--- src/rtl/swsub_pkg.sv ---
package swsub_pkg;

    // Largest segment count, and the bits needed to hold it
    localparam int MaxSeg = 63;
    localparam int NW     = 6;

    localparam logic [30:0] SpacingReset = 31'd65536;
    localparam logic [15:0] QuatOne      = 16'd16384;

    // One classified segment, handed from the front end to the emitter
    typedef struct packed {
        logic [2:0][31:0] start;
        logic [2:0]       neg;
        logic [2:0][31:0] qd;
        logic [2:0][5:0]  rd;
        logic [5:0]       n;
        logic             clamped;
        logic [15:0]      qz;
        logic [15:0]      qw;
        logic [15:0]      eqx;
        logic [15:0]      eqy;
        logic [15:0]      eqz;
        logic [15:0]      eqw;
    } t_seg;

endpackage

--- src/rtl/swsub_back.sv ---
module swsub_back import swsub_pkg::*; (
    input  logic        i_clk,
    input  logic        i_rst_n,
    input  t_seg        i_q_data,
    input  logic        i_q_empty,
    output logic        o_q_pop,
    input  logic        i_pop,
    output logic        o_empty,
    output logic [31:0] o_point_x,
    output logic [31:0] o_point_y,
    output logic [31:0] o_point_z,
    output logic [15:0] o_quat_x,
    output logic [15:0] o_quat_y,
    output logic [15:0] o_quat_z,
    output logic [15:0] o_quat_w,
    output logic        o_last_point,
    output logic        o_count_clamped
);

    t_seg        r_seg;
    logic        r_active;
    logic [5:0]  r_k;
    logic [31:0] r_q   [3];
    logic [5:0]  r_rem [3];
    logic        r_ov;
    logic [31:0] r_pt  [3];
    logic [15:0] r_qt  [4];
    logic        r_last;
    logic        r_clamp;

    logic        load, last;
    logic [31:0] pt    [3];
    logic [31:0] q_nx  [3];
    logic [5:0]  rem_nx[3];

    assign o_q_pop = !r_active && !i_q_empty;
    assign load    = r_active && (!r_ov || i_pop);
    assign last    = (r_k == r_seg.n);

    // Point and next step, carrying the remainder of k*|d|/n
    always_comb begin
        for (int a = 0; a < 3; a++) begin
            logic [6:0] s;
            logic       c;
            pt[a] = r_seg.start[a] + (r_seg.neg[a] ? -r_q[a] : r_q[a]);
            s = {1'b0, r_rem[a]} + {1'b0, r_seg.rd[a]};
            c = (s >= {1'b0, r_seg.n});
            rem_nx[a] = c ? 6'(s - {1'b0, r_seg.n}) : s[5:0];
            q_nx[a]   = r_q[a] + r_seg.qd[a] + 32'(c);
        end
    end

    always_ff @(posedge i_clk) begin
        if (!i_rst_n) begin
            r_active <= 1'b0;
            r_ov     <= 1'b0;
        end else begin
            // Hold the output word until popped, refill when a new one is made
            if (load) begin
                r_ov <= 1'b1;
            end else if (i_pop) begin
                r_ov <= 1'b0;
            end
            if (o_q_pop) begin
                r_seg    <= i_q_data;
                r_active <= 1'b1;
                r_k      <= '0;
                for (int a = 0; a < 3; a++) begin
                    r_q[a]   <= '0;
                    r_rem[a] <= '0;
                end
            end
            // Emit one word and advance
            if (load) begin
                r_last  <= last;
                r_clamp <= r_seg.clamped;
                for (int a = 0; a < 3; a++) begin
                    r_pt[a]  <= pt[a];
                    r_q[a]   <= q_nx[a];
                    r_rem[a] <= rem_nx[a];
                end
                if (last) begin
                    r_qt[0]  <= r_seg.eqx;
                    r_qt[1]  <= r_seg.eqy;
                    r_qt[2]  <= r_seg.eqz;
                    r_qt[3]  <= r_seg.eqw;
                    r_active <= 1'b0;
                end else begin
                    r_qt[0] <= '0;
                    r_qt[1] <= '0;
                    r_qt[2] <= r_seg.qz;
                    r_qt[3] <= r_seg.qw;
                    r_k     <= r_k + 6'd1;
                end
            end
        end
    end

    assign o_empty         = !r_ov;
    assign o_point_x       = r_pt[0];
    assign o_point_y       = r_pt[1];
    assign o_point_z       = r_pt[2];
    assign o_quat_x        = r_qt[0];
    assign o_quat_y        = r_qt[1];
    assign o_quat_z        = r_qt[2];
    assign o_quat_w        = r_qt[3];
    assign o_last_point    = r_last;
    assign o_count_clamped = r_clamp;

endmodule

--- config.mk ---
export PLATFORM = sky130hd
export DESIGN_NAME = swsub_back
export DESIGN_NICKNAME = d
export VERILOG_FILES = /design/src/rtl/swsub_pkg.sv /design/src/rtl/swsub_back.sv
export SDC_FILE = /design/constraint.sdc
export NUM_CORES = 1
export LEC_CHECK = 0
export ABC_AREA = 1
export BUFFER_PORTS_ARGS = -buffer_cell sky130_fd_sc_hd__buf_2
export CORE_MARGIN = 3
export CORE_UTILIZATION = 50
export CTS_CLUSTER_SIZE = 20
export DETAILED_ROUTE_END_ITERATION = 8
export PLACE_DENSITY = 0.71
export SETUP_SLACK_MARGIN = 0.15
export SLEW_MARGIN = 10
export SYNTH_ARGS = -nofsm -noshare
export SYNTH_HDL_FRONTEND = slang
export SYNTH_SLANG_ARGS = --single-unit
export TNS_END_PERCENT = 30
--- constraint.sdc ---
create_clock -name i_clk -period 18.25 [get_ports i_clk]
set_input_delay 2.7375 -clock i_clk [delete_from_list [all_inputs] [get_ports i_clk]]
set_output_delay 2.7375 -clock i_clk [all_outputs]
set_load 0.01 [all_outputs]
=== Word-level counts from Yosys, hierarchy flattened ===
Memories as Yosys holds them, arrays and structs flattened.
Cells that the tools add are included.

* Register bits after elaboration: 326
* Bits in writable memories: 274
* Input port bits: 320
* Output and inout bits: 164
* Word-level logic and storage cells: 107
* Memories kept: 4

* Add/sub/neg operators: 19
* $lt $le $gt $ge: 3
* Equal/unequal tests: 1
* Muxes and demuxes: 38
* Bitwise operators: 10
* Reductions and logical operators: 9

{| class="wikitable"
|+ Memory list
! name !! depth !! bits a word !! rd ports !! clocked after memory_dff !! wr ports !! line !! text
|-
| r_pt || 3 || 32 || 3 || 0 || 3 || swsub_back.sv:26 || <nowiki>logic [31:0] r_pt [3];</nowiki>
|-
| r_q || 3 || 32 || 3 || 0 || 3 || swsub_back.sv:23 || <nowiki>logic [31:0] r_q [3];</nowiki>
|-
| r_qt || 4 || 16 || 4 || 0 || 4 || swsub_back.sv:27 || <nowiki>logic [15:0] r_qt [4];</nowiki>
|-
| r_rem || 3 || 6 || 3 || 0 || 3 || swsub_back.sv:24 || <nowiki>logic [5:0] r_rem [3];</nowiki>
|}

{| class="wikitable"
|+ Operators with widths
! cell !! number
|-
| adder 32 bit || 6
|-
| two-way mux 32 bit || 6
|-
| adder 32 x 1 -> 32 bit || 3
|-
| negator 32 bit || 3
|-
| two-way mux 16 bit || 4
|-
| two-way mux 6 bit || 9
|-
| adder 6 x 6 -> 7 bit || 3
|-
| >= comparator 7 x 6 -> 1 bit || 3
|-
| two-way mux 1 bit || 19
|-
| subtractor 6 bit || 3
|-
| bitwise OR 1 bit || 10
|-
| adder 6 x 1 -> 6 bit (second input constant) || 1
|-
| equality test 6 bit || 1
|-
| AND reduction 2 bit || 2
|-
| logical NOT 1 bit || 3
|-
| logical AND 1 bit || 2
|-
| nonzero test 2 bit || 1
|-
| logical OR 1 bit || 1
|}

=== Longest topological paths before layout ===
* Depth after elaboration: 7
* Mapped depth: 25
* Gate-level depth less buffers: 25

=== Worst setup path before layout ===
OpenSTA, ideal clock, no wires.

* Path type: input port to flip-flop
* From: in i_q_empty
* To: reg r_seg[0] in the netlist's numbering, enable pin
* Setup time: 1.001 ns
* Data arrival time: 16.245 ns
* Required time: 17.249 ns
* Path slack: 1.004 ns
* Stages on the path: 3
* Path buffers: 0
* Cells stage by stage: nor2_1 -> inv_1 -> nor2_1

* Longest elaborated chain between the ends: 3

{| class="wikitable"
|+ Ends and longest elaborated chain
! element !! line !! text
|-
| from (decl) || swsub_back.sv:5 || <nowiki>input logic i_q_empty,</nowiki>
|-
| logical NOT 1 bit || swsub_back.sv:36 || <nowiki>assign o_q_pop = !r_active && !i_q_empty;</nowiki>
|-
| logical AND 1 bit || swsub_back.sv:36 ||
|-
| AND reduction 2 bit (no line) || n/a ||
|-
| to (signal assigned) || swsub_back.sv:65 || <nowiki>r_seg <= i_q_data;</nowiki>
|-
| to (decl) || swsub_back.sv:20 || <nowiki>t_seg r_seg;</nowiki>
|}

Every way passes these cells.
A chain may end at the register's enable or synchronous reset.

=== Worst setup path in the final report ===
* From: in i_q_empty
* To: out o_q_pop

* Longest elaborated chain between the ends: 2

{| class="wikitable"
|+ Ends and longest elaborated chain
! element !! line !! text
|-
| logical NOT 1 bit || swsub_back.sv:36 ||
|-
| logical AND 1 bit || swsub_back.sv:36 ||
|-
| to (decl) || swsub_back.sv:6 || <nowiki>output logic o_q_pop,</nowiki>
|}

Every way passes these cells.

==> results.md <==
* Hold_ws at 0.4343 ns
* Worst Max-Slew Pin Slew at slightly above 1 ns
* Standard-cell rows at 98
* Global-route track usage on met3 at between 4 and 5%
* Die Height at 277.6 microns
* Worst slew slack as a fraction of its limit at approximately a third
* Count of antenna-violating nets left after detailed routing at 0
* Top library cells by usage in the layout, fill and taps aside: 1409 x nand2_1, 699 x inv_1, 566 x edfxtp_1
* Primary FF master, synth: edfxtp_1
* Critical path data required time at around 16 ns
* DRT Wirelength at ~100000 microns
* Number of hold-repair buffers added at the cts stage at 0
* Hold Path Stages at 0
* Final critical-path required period at approximately 6 ns
* GR met1 Demand/Resource at between 30% and 40%
* CTS Root Buffer Type: clkbuf_16
* Fraction of post-synthesis cell area in the top cell type by area at between 40% and 50%
* Clock Skew at 0.03019 ns
* R2r worst-path depth at 21
* Number of global-route vias before repair at slightly below 30k
* Yosys warning total at 0
* Worst R2R End: r_q[0][92]$_SDFFCE_PN0P_
* Routability-driven placement congestion ratio at roughly 0.94
* Number of maximum-capacitance constraint violations at 0
* Most crowded layer after global routing: met2
* Latest clock arrival within the worst-skew pair at ~0.62 ns
* Class of the most critical setup path: in2out
* Cell area after placement at 40370 sq um
* GR met2 Demand/Resource at 40.36%
* Final hold vios at 0
* Arrival time at the worst endpoint at ~3.2 ns
* RSZ-0062 raised after global routing: no
* Number of flip-flops and latches in the synthesized netlist at 600
* Number of filler cells placed in the layout at roughly 6.4k
* Detailed Routing Iterations Pass 1 at 7
* Worst-path maximum fanout at 3
* DP HPWL at ~80000 microns
* Unique cell type count in the Yosys netlist at 48
* Syn Inst Count at 4487
* Die X-Extent at around 280 microns
* DR vias at roughly 30k
* I/O pin cnt at around 480
* Number of vias per cell after detailed routing at 5.133
* CTS H-Tree Depth at 3
* Sequential cell area fraction in the yosys report at 47.92%
* Type of the most critical hold path: reg2reg
* Post-CTS Repair Setup Buffers at 0
* Max Root-Sink Buffers at 3
* TritonCTS Sinks at 600
* Netlist area before placement at roughly 37000 sq um
* Crit share post-route at 32.73%
* Initial Util at between 50% and 60%
* Final Net Count at 5566
* Capturing element type of the critical path: output port
* Leakage at ~21 nW
* EDFF count, synth at 566
* Wire per inst at 16.80 microns
* Area Growth Syn to Fin at 15.89%
* F_max at around 170 MHz
* Maximum resistive drop on vdd at roughly 0.00009 V
* Starting DRC count in detailed routing at 2347
* Post-synth net total at slightly above 5k
* Area of the die at 77060 sq um
* Largest net degree at the start of global routing at around 160
* Layout cell share with drive strength beyond 1 at between 10% and 20%
* Max-slew violation count at 0
* Clock tree from TritonCTS: yes
* Fraction of registers with async set/reset at 0%
* First-pass GRT wire length at between 150000 and 200000 microns
* Aggregate global-route resource usage at between 20 and 30%
* Placeable core region at 72220 sq um
* Post-route cell area at between 40000 and 50000 sq um
* Worst Hold Launch: r_seg[96]$_DFFE_PP_
* Sort of element at the start of the critical path: input port
* Worst hold path endpoint: o_count_clamped$_DFFE_PP_
* Worst reg-to-reg setup slack at 13.58 ns
* Total power at between 0.003 and 0.004 W
* Final Setup Violations at 0
* Overflow after GRT at 0
* Run status: complete, no violations
* Initial antenna violation count at 16
* Setup TNS after final layout at 0 ns
* Port Buffer Count at about 480
* Cells resized by post-CTS repair at 0
* Most area-hungry cell type in the Yosys netlist: edfxtp_1
* Number of remaining DRC errors at 0
* Main area contributors after synthesis: edfxtp_1 46%, nand2_1 14%, ha_1 7.6%
* Power density over the cells at roughly 89 nW/um^2
* Most common cell after layout, fill and taps aside: nand2_1
* Clock slew seen by the registers of the worst setup and hold paths at ~0.060 ns
* TritonCTS Buffers at 68
* Average size of a mapped cell at between 8 and 9 sq um
* Critical register-to-register path startpoint: r_rem[0][12]$_SDFFCE_PN0P_
==> state kept, by name, summed over array words and instances (netlist names) <==
register         flops
r_k                  6
r_pt                96
r_seg              316
r_rem               18
r_qt                64
o_count_clamped      1
r_q                 96
r_ov                 1
r_active             1
o_last_point         1
==> logic make-up (layout without fill, tap and decap cells) <==
| group | count (synthesis) | in the layout | synth area share, % |
|---|---|---|---|
| other | 0 | 9 | 0 |
| AOI/OAI and AO/OA | 512 | 512 | 7.721 |
| adders and majority gates | 236 | 236 | 8.270 |
| xor gates and xnor gates | 153 | 153 | 3.633 |
| buffers and inverters | 746 | 1323 | 7.812 |
| DFF | 600 | 600 | 47.92 |
| and+or+nand+nor | 2240 | 2240 | 24.64 |
==> power breakdown <==
group | switching (W) | total [W] | internal (W)
Clock | 0.000585 | 0.00142 | 0.000840
Sequential | 0.0000464 | 0.00165 | 0.00160
Combinational | 0.000493 | 0.000748 | 0.000254
==> layout make-up <==
class / instances / area (sq um) / area share [%]
Clock buffer: 86 / 1831 / 4.282
Inverter: 707 / 2656 / 6.214
Timing Repair Buffer: 492 / 2497 / 5.842
Multi-Input combinational cell: 3141 / 16350 / 38.24
Antenna cell: 9 / 22.52 / 0.05269
Clock inverter: 38 / 528.0 / 1.235
Tap cell: 950 / 1189 / 2.781
Sequential cell: 600 / 17680 / 41.35
==> worst max-delay path, cell delays in order <==
cell	delay [ns]
buf_2	0.10
nor2_1	0.21
buf_2	0.19
==> routing by layer <==
layer	up-vias	part of all wire, %
met5	-	0.11
met4	18	2.8
met3	156	7.4
met2	1012	44
met1	13998	45
li1	15732	-
==> how the worst max path moves through the flow <==
stage | to | cells after the start | from | slack (ns)
4_1_cts | o_q_pop | 3 | i_q_empty | 12.31
3_5_place_dp | r_seg[311]$_DFFE_PP_ | 7 | i_q_empty | 12.02
5_1_grt | o_q_pop | 3 | i_q_empty | 12.23
2_1_floorplan | r_seg[0]$_DFFE_PP_ | 3 | i_q_empty | 1.00
3_3_place_gp | r_seg[311]$_DFFE_PP_ | 7 | i_q_empty | 12.08
6_report | o_q_pop | 3 | i_q_empty | 12.28
==> Yosys cell counts (10+ instances only) <==
library cell	number
nand2_1	1409
a22o_1	31
o21bai_1	15
o21ai_0	139
fa_1	13
nor2_1	436
nor3_1	59
nand2_2	15
buf_2	18
xnor2_1	35
nand3_1	236
xor2_1	118
ha_1	223
nand4_1	48
edfxtp_1	566
dfxtp_1	34
a21o_1	11
inv_1	699
a21oi_1	273
nor2_2	10
==> through the flow <==
| step | std cells | setup slack, ns | util [%] |
|---|---|---|---|
| after floorplan | 4487 | 1.004 | - |
| after global placement | 5890 | 12.08 | 55.89 |
| after detailed placement | 5890 | 12.02 | 55.89 |
| after CTS | 6014 | 12.31 | 59.16 |
| after global routing | 6018 | 12.23 | 59.17 |
| final | 6023 | 12.28 | 59.19 |
(Power assumes the default switching activity.)
