## src/rtl/swsub_pkg.sv

```systemverilog
package swsub_pkg;

    // Largest segment count, and the bits needed to hold it
    localparam int MaxSeg = 63;
    localparam int NW     = 6;

    localparam logic [30:0] SpacingReset = 31'd65536;
    localparam logic [15:0] QuatOne      = 16'd16384;

    // One classified segment, handed from the front end to the emitter
    typedef struct packed {
        logic [2:0][31:0] start;
        logic [2:0]       neg;
        logic [2:0][31:0] qd;
        logic [2:0][5:0]  rd;
        logic [5:0]       n;
        logic             clamped;
        logic [15:0]      qz;
        logic [15:0]      qw;
        logic [15:0]      eqx;
        logic [15:0]      eqy;
        logic [15:0]      eqz;
        logic [15:0]      eqw;
    } t_seg;

endpackage

```

## src/rtl/swsub_fifo.sv

```systemverilog
module swsub_fifo import swsub_pkg::*; (
    input  logic i_clk,
    input  logic i_rst_n,
    input  logic i_push,
    input  t_seg i_data,
    output logic o_full,
    input  logic i_pop,
    output t_seg o_data,
    output logic o_empty
);

    t_seg       r_mem [2];
    logic       r_wp;
    logic       r_rp;
    logic [1:0] r_cnt;
    logic       wr, rd;

    assign wr = i_push && !o_full;
    assign rd = i_pop && !o_empty;

    // Hold up to two segment words
    always_ff @(posedge i_clk) begin
        if (!i_rst_n) begin
            r_wp  <= 1'b0;
            r_rp  <= 1'b0;
            r_cnt <= '0;
        end else begin
            if (wr) begin
                r_wp <= ~r_wp;
            end
            if (rd) begin
                r_rp <= ~r_rp;
            end
            r_cnt <= r_cnt + 2'(wr) - 2'(rd);
        end
    end

    always_ff @(posedge i_clk) begin
        if (wr) begin
            r_mem[r_wp] <= i_data;
        end
    end

    assign o_data  = r_mem[r_rp];
    assign o_full  = (r_cnt == 2'd2);
    assign o_empty = (r_cnt == 2'd0);

endmodule

```

## config.mk

```make
export PLATFORM = sky130hd
export DESIGN_NAME = swsub_fifo
export DESIGN_NICKNAME = d
export VERILOG_FILES = /design/src/rtl/swsub_pkg.sv /design/src/rtl/swsub_fifo.sv
export SDC_FILE = /design/constraint.sdc
export NUM_CORES = 1
export LEC_CHECK = 0
export BUFFER_PORTS_ARGS = -buffer_cell sky130_fd_sc_hd__buf_2
export CORE_AREA = 10 10 240 242
export CTS_BUF_LIST = sky130_fd_sc_hd__clkbuf_8
export CTS_CLUSTER_SIZE = 28
export DETAILED_ROUTE_END_ITERATION = 10
export DIE_AREA = 0 0 250 252
export PLACE_DENSITY = 0.71
export SLEW_MARGIN = 25
export SYNTH_ARGS = -nofsm -noshare
export SYNTH_HDL_FRONTEND = slang
export SYNTH_SLANG_ARGS = --single-unit
```

## constraint.sdc

```tcl
create_clock -name i_clk -period 19.1 [get_ports i_clk]
set_clock_uncertainty 0.2 [all_clocks]
set_input_delay 0.955 -clock i_clk [delete_from_list [all_inputs] [get_ports i_clk]]
set_output_delay 0.955 -clock i_clk [all_outputs]
set_load 0.05 [all_outputs]
```

======== Yosys cells after proc, flatten, opt, wreduce, memory -nomap -nowiden ========
Memory sizes are Yosys's and may differ from the RTL's. A register that Yosys moved wholly into a read port is not among the register bits.
Cells that the tools add are included.
word-level totals
  bits in registers ....................... 4
  output and inout port bits .............. 318
  bits in writable memories ............... 632
  input port bits ......................... 320
  logic and storage cells ................. 18
  memories ................................ 1
memory list
  name   depth  bits a word  read ports  clocked after memory_dff  wr ports  line              text
  r_mem  2      316          1           1                         1         swsub_fifo.sv:12  t_seg r_mem [2];
operators by class
  multiplexer cells ....................... 4
  add/sub/neg operators ................... 2
  bitwise gates (word level) .............. 2
  equality and inequality tests ........... 1
  reductions and logical operators ........ 5
operators by type and width
  kind                                         count
  1-bit 2-to-1 mux                             4
  2-bit by 1-bit adder with 2-bit output       1
  2-bit == test, second input constant         1
  1-bit logical AND                            2
  1-bit zero test                              2
  2-bit zero test                              1
  1-bit inverter                               2
  2-bit by 1-bit subtractor with 2-bit output  1

======== Longest topological paths before layout ========
Gate-level depths: netlist of run 1.
  depth after elaboration ................. 5
  mapped depth ............................ 8
  mapped depth without buffers ............ 8

======== Worst setup path after synthesis of run 1 ========
OpenSTA, ideal clock, no wires.
  path type ............................... in2reg
  from .................................... input port i_push
  to ...................................... memory r_mem[0][0] (netlist bit), enable pin
  buffers on the path ..................... 0
  stages on the path ...................... 2
  data arrival time ....................... 14,130 ps
  setup slack ............................. 3,770 ps
  data required time ...................... 17,900 ps
  cells stage by stage .................... nand2_1 > nor2_1
on the way
  word-level cells in the longest chain between the ends .. 3
RTL lines
  what                                    line              text
  from (decl)                             swsub_fifo.sv:4   input logic i_push,
  1-bit logical AND                       swsub_fifo.sv:18  assign wr = i_push && !o_full;
  1-bit 2-to-1 mux                        swsub_fifo.sv:39  if (wr) begin
  1-bit 2-to-1 mux (implied by the code)  swsub_fifo.sv:40  r_mem[r_wp] <= i_data;
  to (decl)                               swsub_fifo.sv:12
Every way passes these cells.

==> results by group, run 1 <==
Outcome
  • Status: finished, final reports clean

Clock tree
  • Root buf cell: clkbuf_8
  • Clk Latency, worst-skew pair: 0.66 ns
  • Setup repair bufs after CTS: 0
  • Post_cts resized: 0
  • Reg clk slew, reported paths: 0.06 ns
  • Max Root-Sink Buffers: 3
  • CTS Hold Bufs: 0
  • Num CTS Buffers: 101
  • Sink Count: 637
  • H-tree levels: 3
  • CTS tree: done

STA
  • Worst slew margin: 0.223
  • Final Hold Fails: 0
  • Crit share post-route: 0.229
  • Tmin final: 4.38 ns
  • Final worst slack: 14.72 ns
  • Final setup vio count: 0
  • Worst-margin pin slew: 1.16 ns
  • RSZ-0062 raised after global routing: false
  • F_max: 228 MHz
  • Hold WS: 0.256 ns
  • Setup TNS: 0 ns
  • Slew Viols, Final: 0

Critical path
  • Crit path max fanout: 93
  • Req. time, crit path: 17.95 ns
  • Type of origin of the critical path: flip-flop
  • RR Startpoint: r_cnt[0]
  • CP Capture Type: output port
  • Worst EP arrival: 3.22 ns
  • Kind of critical path: reg -> out

Final layout
  • Post-route cell area: 29,800 µm²
  • P&R area growth vs syn: 24.1%
  • FF/Latch Area: 19,100 µm²
  • Fillcell total: 4,008
  • Finished Layout Cells: 2,521
  • # nets final: 2,050
  • Multi-input combinational cell area: 4590 µm²
  • Share of layout cells above drive strength 1: 0.605

Yosys
  • Post-synth EDFFs: 632
  • Most area-hungry cell type in the Yosys netlist: edfxtp_1
  • Yosys cell types: 18
  • Top-count cell post-synth: edfxtp_1
  • Synth top area share: 0.790
  • Area contributors post-synth: edfxtp_1 79%, mux2_4 15%, mux2_2 3.6%, buf_6 1.3%, dfxtp_1 0.42%
  • Synth Register Bits: 637
  • Asr flop ratio synth: 0
  • Post-synthesis sequential area ratio: 0.794
  • Synth Instances: 1,010
  • Post-Synthesis Cell Area: 24,000 µm²
  • Yosys Warn Count: 0
  • Post-synth top cells: 632 x edfxtp_1, 240 x mux2_4, 76 x mux2_2
  • Main synth FF type: edfxtp_1
  • Synthesized area per cell: 23.8 µm²
  • Synthesized net count: 1,332

Global routing
  • Grt ovf: 0
  • Total track usage: 0.177
  • Vias in the first global route: 13.1k
  • Largest net degree at the start of global routing: 165
  • First-pass GRT wire length: 83,400 µm
  • Initial antenna violation count: 31

Pwr
  • Pwr Density: 163 nW/µm²
  • Sw Ratio: 0.402
  • Logic pwr share: 0.400
  • Internal Pwr Total: 2900 µW
  • Switch Pwr: 1950 µW
  • Part of the power in registers: 0.385
  • Lkg Pwr: 0.0117 µW
  • Maximum VDD drop: 0.000102 V
  • Clock power share: 0.215

Floorplan
  • Num ports: 638
  • Die Width: 250 µm
  • Initial Utilization: 0.458
  • Die Y-Extent: 252 µm
  • Core ar.: 52,400 µm²
  • Rows: 84
  • DIE AREA: 63,000 µm²

Place
  • RePlAce Congestion: 0.807
  • Setup WS pre-CTS: 14.88 ns
  • Placed Instances: 2,311
  • Port bufs: 637
  • DP HPWL: 41,900 µm
  • Post-DP Area: 27,900 µm²

Route
  • Vias/cell: 4.86
  • Pre-Repair DR Iteration Count: 5
  • Met3 WL: 5270 µm
  • Post-route ant nets: 0
  • Routed wl met2: 31,600 µm
  • Number of remaining DRC errors: 0
  • M1 wire length: 19,500 µm
  • Final WL: 58,400 µm
  • Via count: 12.2k
  • Top layer in use: met5
  • DRT iter0 DRCs: 617
  • DR WL/cell: 23.2 µm

Hold path
  • Worst hold-check path type: in -> reg
  • Min-delay src: i_data[148]

Run
  • Max cap viols: 0
## worst max-delay path: stages (launching register included)
cell,delay [ns]
dfxtp_4,0.67
buf_16,0.31
buf_12,0.30
buf_16,0.49
mux2_4,0.37
buf_2,0.22
## stage by stage
stage | power, µW | utilization
after floorplan | 3540 | -
after global placement | 3840 | 0.531
after detailed placement | 3860 | 0.531
after CTS | 4910 | 0.566
after global routing | 5040 | 0.568
final | 4850 | 0.568
## power groups by stage
| stage | Sequential [µW] | Clock [µW] | Combinational, µW |
|---|---|---|---|
| 6_report | 1870 | 1040 | 1940 |
| 5_1_grt | 1890 | 1150 | 2010 |
| 4_1_cts | 1870 | 1080 | 1960 |
| 3_5_place_dp | 1900 | 0 | 1960 |
| 3_3_place_gp | 1900 | 0 | 1940 |
| 2_1_floorplan | 1980 | 0 | 1560 |
## cells by family after synthesis
kind of cell,count (synthesis),synth area share
muxes,317,0.186
DFF,637,0.794
AOI/OAI and AO/OA,1,0.000313
xor gates and xnor gates,2,0.000729
and+or+nand+nor,13,0.00260
adders and majority gates,2,0.00104
buffers and inverters,38,0.0151
## cell usage in the layout, fill, tap and decap left out, drive strengths merged
cell type	synthesis	layout
buf	35	650
edfxtp	632	632
mux2	316	316
clkbuf	0	101
clkinv	0	45
inv	3	39
diode	0	20
nor2	5	5
dfxtp	5	5
clkinvlp	0	4
nand2b	2	2
nand2	2	2
and2	2	2
ha	2	2
bufinv	0	2
o21a	1	1
and3	1	1
xnor2	1	1
mux2i	1	1
xor2	1	1
nor3	1	1
## layer usage
| layer | vias up | track usage |
|---|---|---|
| met2 | 468 | 0.313 |
| met3 | 123 | 0.0709 |
| met1 | 6119 | 0.175 |
| met4 | 16 | 0.0959 |
| li1 | 5517 | - |
| met5 | - | 0 |
## layout make-up
| type | instances | area share |
|---|---|---|
| Antenna cell | 20 | 0.00168 |
| Clock buffer | 101 | 0.0466 |
| Inverter | 3 | 0.000378 |
| Multi-Input combinational cell | 335 | 0.154 |
| Sequential cell | 637 | 0.640 |
| Tap cell | 688 | 0.0289 |
| Clock inverter | 87 | 0.0149 |
| Timing Repair Buffer | 650 | 0.113 |
## state kept, by name, indices dropped and copies added, names as in the netlist, named ones only
| register | count |
|---|---|
| r_cnt | 2 |
| r_mem | 632 |
| r_rp | 1 |
| r_wp | 1 |
## worst paths after layout
kind / endpoint / depth (start not counted) / slack [ns]
setup / recovery: o_data[105] / 5 / 14.72
hold / removal: r_mem[0][148] / 1 / 0.26
setup reg to reg: r_mem[0][188] / 5 / 15.47
hold reg to reg: r_rp / 2 / 0.32
(Power assumes the default switching activity.)
==> inputs of run 2 (changes only) <==
--- a/config.mk
+++ b/config.mk
@@ -5,13 +5,14 @@
 export SDC_FILE = /design/constraint.sdc
 export NUM_CORES = 1
 export LEC_CHECK = 0
+export ABC_AREA = 1
 export BUFFER_PORTS_ARGS = -buffer_cell sky130_fd_sc_hd__buf_2
 export CORE_AREA = 10 10 240 242
 export CTS_BUF_LIST = sky130_fd_sc_hd__clkbuf_8
 export CTS_CLUSTER_SIZE = 28
 export DETAILED_ROUTE_END_ITERATION = 10
 export DIE_AREA = 0 0 250 252
-export PLACE_DENSITY = 0.71
+export PLACE_DENSITY = 0.73
 export SLEW_MARGIN = 25
 export SYNTH_ARGS = -nofsm -noshare
 export SYNTH_HDL_FRONTEND = slang
==> constraint.sdc (replaced) <==
create_clock -name i_clk -period 3.7 [get_ports i_clk]
set_clock_uncertainty 0.2 [all_clocks]
set_input_delay 0.185 -clock i_clk [delete_from_list [all_inputs] [get_ports i_clk]]
set_output_delay 0.185 -clock i_clk [all_outputs]
set_load 0.05 [all_outputs]
==> run 2 against run 1 <==
Net effect: the flow now stops in clock tree synthesis (4_1_cts); synthesized cell count is 1.1% higher; area after synthesis barely moved.
==> results by group, run 2 <==
Clock tree
  • CTS Hold Bufs: 505
  • Num CTS Buffers: 100
  • Max Root-Sink Buffers: 3
  • Root buf cell: clkbuf_8
  • H-tree levels: 3
  • Setup repair bufs after CTS: 0
  • Sink Count: 637
  • Post_cts resized: 0

Floorplan
  • Rows: 84
  • Num ports: 638
  • Die Y-Extent: 252 µm
  • Die Width: 250 µm
  • Initial Utilization: 0.458

Yosys
  • Yosys cell types: 12
  • Synth Area in Adders: 0.00104
  • Asr flop ratio synth: 0
  • Largest family of logic cells by synthesized area: multiplexers
  • Top-count cell post-synth: edfxtp_1
  • Post-synthesis sequential area ratio: 0.794
  • Most area-hungry cell type in the Yosys netlist: edfxtp_1
  • Main synth FF type: edfxtp_1
  • Post-synth top cells: 632 x edfxtp_1, 240 x mux2_4, 76 x mux2_2
  • Synthesized net count: 1,343
  • Multiplexer share of the synthesized area: 0.186
  • Yosys Warn Count: 0
  • Post-Synthesis Cell Area: 24,000 µm²
  • Xor and xnor area share after synthesis: 0
  • Area share of and/or/nand/nor cells after synthesis: 0.00328
  • Synth Register Bits: 637
  • Post-synth EDFFs: 632
  • Synth Area in Compound Gates: 0.000416
  • Synth top area share: 0.790
  • Synth Instances: 1,021
  • Area contributors post-synth: edfxtp_1 79%, mux2_4 15%, mux2_2 3.6%, buf_6 1.3%, dfxtp_1 0.42%
  • Synthesized area per cell: 23.5 µm²

Outcome
  • Status: did not finish
  • Failing step: clock tree synthesis (4_1_cts)
  • Error: [ERROR RSZ-0060] Max buffer count reached.

Place
  • Port bufs: 637
  • DP HPWL: 42,800 µm
  • RePlAce Congestion: 0.803
  • Setup WS pre-CTS: 1.50 ns
==> run 2: cells by family after synthesis <==
kind of cell,count (synthesis)
AOI/OAI and AO/OA,2
adders and majority gates,2
buffers and inverters,44
DFF,637
muxes,316
and+or+nand+nor,20
==> run 2: through the flow <==
step                      std cells  area (µm²)   util  setup TNS, ns
after global placement         2345       28200  0.537              0
after detailed placement       2345       28200  0.537              0
after floorplan                1021       24100      -       -1338.57
==> inputs of run 3 (changes only) <==
--- a/config.mk
+++ b/config.mk
@@ -7,12 +7,10 @@
 export LEC_CHECK = 0
 export ABC_AREA = 1
 export BUFFER_PORTS_ARGS = -buffer_cell sky130_fd_sc_hd__buf_2
-export CORE_AREA = 10 10 240 242
-export CTS_BUF_LIST = sky130_fd_sc_hd__clkbuf_8
-export CTS_CLUSTER_SIZE = 28
+export CORE_MARGIN = 10
+export CORE_UTILIZATION = 40
 export DETAILED_ROUTE_END_ITERATION = 10
-export DIE_AREA = 0 0 250 252
-export PLACE_DENSITY = 0.73
+export PLACE_DENSITY_LB_ADDON = 0.15
 export SLEW_MARGIN = 25
 export SYNTH_ARGS = -nofsm -noshare
 export SYNTH_HDL_FRONTEND = slang
==> constraint.sdc (replaced) <==
create_clock -name i_clk -period 4.8 [get_ports i_clk]
set_clock_uncertainty 0.2 [all_clocks]
set_input_delay 0.24 -clock i_clk [delete_from_list [all_inputs] [get_ports i_clk]]
set_output_delay 0.24 -clock i_clk [all_outputs]
set_load 0.05 [all_outputs]
==> run 3 against run 2 <==
Net effect: the flow now finishes without violations; synthesized cell count unchanged; area after synthesis did not move.
==> results by group, run 3 <==
Pwr
  • Internal Pwr Total: 12,200 µW
  • Maximum VDD drop: 0.000466 V
  • Sw Ratio: 0.366
  • Lkg Pwr: 0.0131 µW
  • Clock power share: 0.266
  • Logic pwr share: 0.355
  • Switch Pwr: 7020 µW
  • Part of the power in registers: 0.379
  • Pwr Density: 573 nW/µm²

Final layout
  • Biggest register: r_mem
  • P&R area growth vs syn: 39.4%
  • Commonest non-fill, non-tap cell in the layout: buf_2
  • # nets final: 2,353
  • Max reg flops: 632
  • Post-layout util: 0.566
  • Largest regs: r_mem (632), r_cnt (2)
  • Most frequent cells in the layout: 637 x buf_2, 632 x edfxtp_1, 319 x dlygate4sd3_1, 240 x mux2_4, 76 x mux2_2
  • Finished Layout Cells: 2,859
  • Share of layout cells above drive strength 1: 0.517
  • Post-route cell area: 33,500 µm²

Critical path
  • Worst EP arrival: 2.57 ns
  • CP Buf/Inv Count: 2
  • Top delay family on crit path: flip-flops
  • Worst-path cell chain: buf_12 -> mux2_2 -> buf_2
  • Type of origin of the critical path: flip-flop
  • RR Startpoint: r_cnt[0]
  • Crit path max fanout: 75
  • Slowest cell on crit path: dfxtp_4
  • Crit. path cell count: 3
  • Req. time, crit path: 4.36 ns
  • R2R cell count: 5
  • Crit-path max cell delay: 0.72 ns
  • Kind of critical path: reg -> out
  • CP Capture Type: output port

Yosys
  • Synth Area in Compound Gates: 0.000416
  • Most area-hungry cell type in the Yosys netlist: edfxtp_1
  • Yosys cell types: 12
  • Main synth FF type: edfxtp_1
  • Post-Synthesis Cell Area: 24,000 µm²
  • Synth top area share: 0.790
  • Post-synth top cells: 632 x edfxtp_1, 240 x mux2_4, 76 x mux2_2
  • Top-count cell post-synth: edfxtp_1
  • Synthesized area per cell: 23.5 µm²
  • Xor and xnor area share after synthesis: 0
  • Area share of and/or/nand/nor cells after synthesis: 0.00328
  • Largest family of logic cells by synthesized area: multiplexers
  • Synthesized net count: 1,343
  • Post-synth EDFFs: 632
  • Area contributors post-synth: edfxtp_1 79%, mux2_4 15%, mux2_2 3.6%, buf_6 1.3%, dfxtp_1 0.42%
  • Asr flop ratio synth: 0
  • Synth Area in Adders: 0.00104
  • Multiplexer share of the synthesized area: 0.186
  • Post-synthesis sequential area ratio: 0.794
  • Synth Instances: 1,021
  • Yosys Warn Count: 0
  • Synth Register Bits: 637

STA
  • Final worst slack: 1.79 ns
  • Worst-margin pin slew: 0.879 ns
  • Slew Viols, Final: 0
  • Tmin final: 3.01 ns
  • RSZ-0062 raised after global routing: false
  • Setup TNS: 0 ns
  • Final Hold Fails: 0
  • F_max: 332 MHz
  • Crit share post-route: 0.628
  • Worst slew margin: 0.413
  • Final setup vio count: 0

Floorplan
  • Core ar.: 59,200 µm²
  • Die Y-Extent: 265 µm
  • Initial Utilization: 0.406
  • Die Width: 265 µm
  • Rows: 89
  • DIE AREA: 70,300 µm²
  • Num ports: 638

Outcome
  • Status: finished, final reports clean

Route
  • DRT iter0 DRCs: 671
  • Post-route ant nets: 0
  • DR WL/cell: 22.4 µm
  • Via count: 13.2k
  • Final WL: 63,900 µm
  • Vias/cell: 4.63
  • Pre-Repair DR Iteration Count: 4
  • Number of remaining DRC errors: 0

Place
  • DP HPWL: 44,400 µm
  • Placed Instances: 2,413
  • Post-DP Area: 28,100 µm²
  • RePlAce Congestion: 0.784
  • Setup WS pre-CTS: 2.34 ns
  • Port bufs: 637

Global routing
  • Largest net degree at the start of global routing: 102
  • Initial antenna violation count: 7
  • Grt ovf: 0
  • First-pass GRT wire length: 92,800 µm
  • Vias in the first global route: 14.6k
  • Total track usage: 0.176

Run
  • Max cap viols: 0

Clock tree
  • CTS tree: done
  • Root buf cell: clkbuf_16
  • Num CTS Buffers: 70
  • Sink Count: 637
  • Reg clk slew, reported paths: 0.06 ns
  • Max Root-Sink Buffers: 3
  • H-tree levels: 3
  • Clk Latency, worst-skew pair: 0.59 ns
  • Setup repair bufs after CTS: 0

Hold path
  • Depth of the worst hold-timing path: 2
  • Min-delay src: i_data[207]
  • Worst hold-check path type: in -> reg
## run 3: cell counts after synthesis
Identical to the previous run, type by type.
## run 3: metrics by stage
step	total power [µW]	hold WS, ns
finish	19200	0.167
global route	19900	0.130
CTS	19500	0.117
detailed placement	14100	0.231
global placement	14000	0.227
floorplan	12700	0.133
## run 3: layout make-up
type | instances | area (µm²)
clock inverters | 39 | 310
flip-flops and latches | 637 | 19100
multi-input cells | 340 | 4600
well taps | 773 | 967
repair buffers | 973 | 6620
clock buffers | 84 | 1890
inverters | 9 | 37.5
fillers | 4636 | 25700
diodes | 4 | 10.0
## run 3: path summary, 6_finish.rpt
path | to | slack, ns
max | o_data[4] | 1.79
min | r_mem[0][207] | 0.17
max reg2reg | r_mem[1][288] | 2.35
min reg2reg | flip-flop | 0.32
## run 3: power by group through the flow
stage	clock network (µW)	registers [µW]	logic (µW)
after detailed placement	0	7400	6670
after global placement	0	7360	6670
after floorplan	0	7450	5230
after CTS	5270	7290	6910
after global routing	5490	7350	7080
final	5100	7280	6810
## run 3: routing by layer
metal | GRT usage | wire, µm
met5 | 0 | 34
met4 | 0.0585 | 1810
met3 | 0.0557 | 4340
met2 | 0.326 | 34500
met1 | 0.187 | 23200
## run 3: worst register-to-register path, cell delays in order, from the launching register on
cell and delay, ns:
dfxtp_2 0.33, inv_2 0.07, nand2_4 0.06, nand3_2 0.10, clkinvlp_4 0.69, buf_12 0.52
## run 3: logic make-up after synthesis
group,Yosys count
AOI/OAI and AO/OA,2
muxes,316
DFF,637
adders and majority gates,2
buffers and inverters,44
and+or+nand+nor,20
## run 3: what timing repair did
action,in CTS,in global routing
hold buffers,319,0
endpoints found under the hold margin,637,0
resized for setup,0,0
==> inputs of run 4 (changes only) <==
==> constraint.sdc (replaced) <==
create_clock -name i_clk -period 2.6 [get_ports i_clk]
set_clock_uncertainty 0.2 [all_clocks]
set_input_delay 0.13 -clock i_clk [delete_from_list [all_inputs] [get_ports i_clk]]
set_output_delay 0.13 -clock i_clk [all_outputs]
set_load 0.05 [all_outputs]
==> run 4 against run 3 <==
Net effect: final cell count increased by 0.73%; largest power group unchanged; routed wire length grew 0.97%; highest routed layer unchanged; combinational power up 89%; die area unchanged; critical endpoint is now o_data[53]; via count is 0.75% higher; register-to-register slack got worse by 1.7 ns.
==> results by group, run 4 (synthesis gave the netlist of run 3 again) <==
STA
  • Final setup vio count: 0
  • RSZ-0062 raised after global routing: false
  • Worst-margin pin slew: 0.595 ns
  • F_max: 404 MHz
  • Slew Viols, Final: 0
  • Hold WS: 0.0506 ns
  • Worst slew margin: 0.604
  • Tmin final: 2.48 ns
  • Final Hold Fails: 0
  • Crit share post-route: 0.952

Critical path
  • CP Capture Type: output port
  • Crit path max fanout: 16
  • Type of origin of the critical path: flip-flop
  • R2R cell count: 6
  • Worst r2r dst: r_mem[0][234]
  • Req. time, crit path: 2.27 ns
  • Kind of critical path: reg -> out
  • Worst EP arrival: 2.15 ns
  • Slack of the worst reg-to-reg path: 0.70 ns
  • RR Startpoint: r_cnt[0]

Clock tree
  • Num CTS Buffers: 68
  • H-tree levels: 3
  • Reg clk slew, reported paths: 0.06 ns
  • Post_cts resized: 0
  • CTS tree: done
  • Clk Latency, worst-skew pair: 0.59 ns
  • Max Root-Sink Buffers: 3
  • Root buf cell: clkbuf_16
  • Setup repair bufs after CTS: 0
  • Sink Count: 637

Pwr
  • Logic pwr share: 0.365
  • Total power: 35,400 µW
  • Pwr Density: 1050 nW/µm²
  • Part of the power in registers: 0.379
  • Sw Ratio: 0.368
  • Switch Pwr: 13,000 µW
  • Clock power share: 0.257
  • Internal Pwr Total: 22,300 µW
  • Maximum VDD drop: 0.000671 V
  • Lkg Pwr: 0.0132 µW

Final layout
  • FF/Latch Area: 19,100 µm²
  • Biggest register: r_mem
  • Finished Layout Cells: 2,880
  • Most frequent cells in the layout: 637 x buf_2, 632 x edfxtp_1, 319 x dlygate4sd3_1, 240 x mux2_4, 76 x mux2_2
  • Share of layout cells above drive strength 1: 0.519
  • Commonest non-fill, non-tap cell in the layout: buf_2
  • Post-layout util: 0.569
  • Fillcell total: 4,650
  • Max reg flops: 632
  • Multi-input combinational cell area: 4600 µm²
  • Largest regs: r_mem (632), r_cnt (2)
  • P&R area growth vs syn: 40.2%
  • # nets final: 2,376

Place
  • Port bufs: 637
  • RePlAce Congestion: 0.812
  • DP HPWL: 46,200 µm
  • Placed Instances: 2,438

Floorplan
  • DIE AREA: 70,300 µm²
  • Num ports: 638
  • Rows: 89
  • Die Width: 265 µm
  • Die Y-Extent: 265 µm
  • Core ar.: 59,200 µm²
  • Initial Utilization: 0.406

Route
  • DRT iter0 DRCs: 680
  • Vias/cell: 4.63
  • Via count: 13.3k
  • Post-route ant nets: 0
  • DR WL/cell: 22.4 µm
  • Pre-Repair DR Iteration Count: 5
  • Number of remaining DRC errors: 0
  • Final WL: 64,600 µm

Global routing
  • First-pass GRT wire length: 94,100 µm
  • Vias in the first global route: 14.7k
  • Largest net degree at the start of global routing: 96
  • Grt ovf: 0
  • Total track usage: 0.178
  • Initial antenna violation count: 8

Hold path
  • Hold Path Sink: r_mem[1][125]
  • Min-delay src: i_data[125]
  • Depth of the worst hold-timing path: 2
  • Worst hold-check path type: in -> reg

Run
  • Max cap viols: 0

Outcome
  • Status: finished, final reports clean
## run 4: cell types whose count changed in the layout (fill, tap and decap cells not counted), sizes merged
cell	previous run	this run
clkinv	30	31
buf	654	679
clkbuf	84	81
inv	12	8
clkinvlp	2	3
diode	4	5
## run 4: layer usage
layer | vias up | track usage | routed length, µm
li1 | 6140 | - | -
met5 | - | 0 | 53
met4 | 10 | 0.0764 | 2380
met2 | 426 | 0.326 | 34800
met1 | 6640 | 0.188 | 23300
met3 | 130 | 0.0522 | 4040
## run 4: how the worst max path moves through the flow
stage / startpoint / end / slack (ns) / cells past startpoint
final: flip-flop / o_data[53] / 0.12 / 4
after CTS: flip-flop / o_data[53] / 0.04 / 4
after global routing: flip-flop / o_data[53] / 0.005 / 4
after floorplan: r_cnt[0] / r_mem[1][0] / -3.24 / 4
after global placement: flip-flop / o_data[53] / 0.70 / 4
after detailed placement: r_cnt[0] / r_mem[1][25] / 0.68 / 6
## run 4: power groups by stage
stage / Combinational (µW) / Sequential (µW) / Clock (µW)
after floorplan: 9650 / 13800 / 0
after global placement: 12600 / 13600 / 0
after detailed placement: 12600 / 13600 / 0
after CTS: 13100 / 13400 / 9350
after global routing: 13400 / 13500 / 9760
final: 12900 / 13400 / 9080
## run 4: through the flow
step,worst slack (ns),instance area [µm²],setup TNS (ns)
finish,0.125,33700,0
global placement,0.700,28400,0
global route,0.00514,33700,0
floorplan,-3.24,24100,-2033.77
CTS,0.0400,33700,0
detailed placement,0.677,28400,0
## run 4: area by class of cell
type	count	area share
multi-input combinational	340	0.136
timing repair buffer	998	0.205
clock inverter	37	0.00936
sequential	637	0.566
clock buffer	81	0.0526
inverter	9	0.00111
tap	773	0.0287
antenna	5	0.000371
## run 4: worst max-delay path, cell delays in order, from the launching register on
cell and delay, ns:
dfxtp_4 0.49, buf_12 0.24, buf_4 0.24, mux2_2 0.36, buf_2 0.22
## run 4: timing repair
action | in CTS | in global routing
endpoints found under the hold margin | 651 | 0
setup endpoints to repair | 0 | 0
hold buffers | 319 | 0
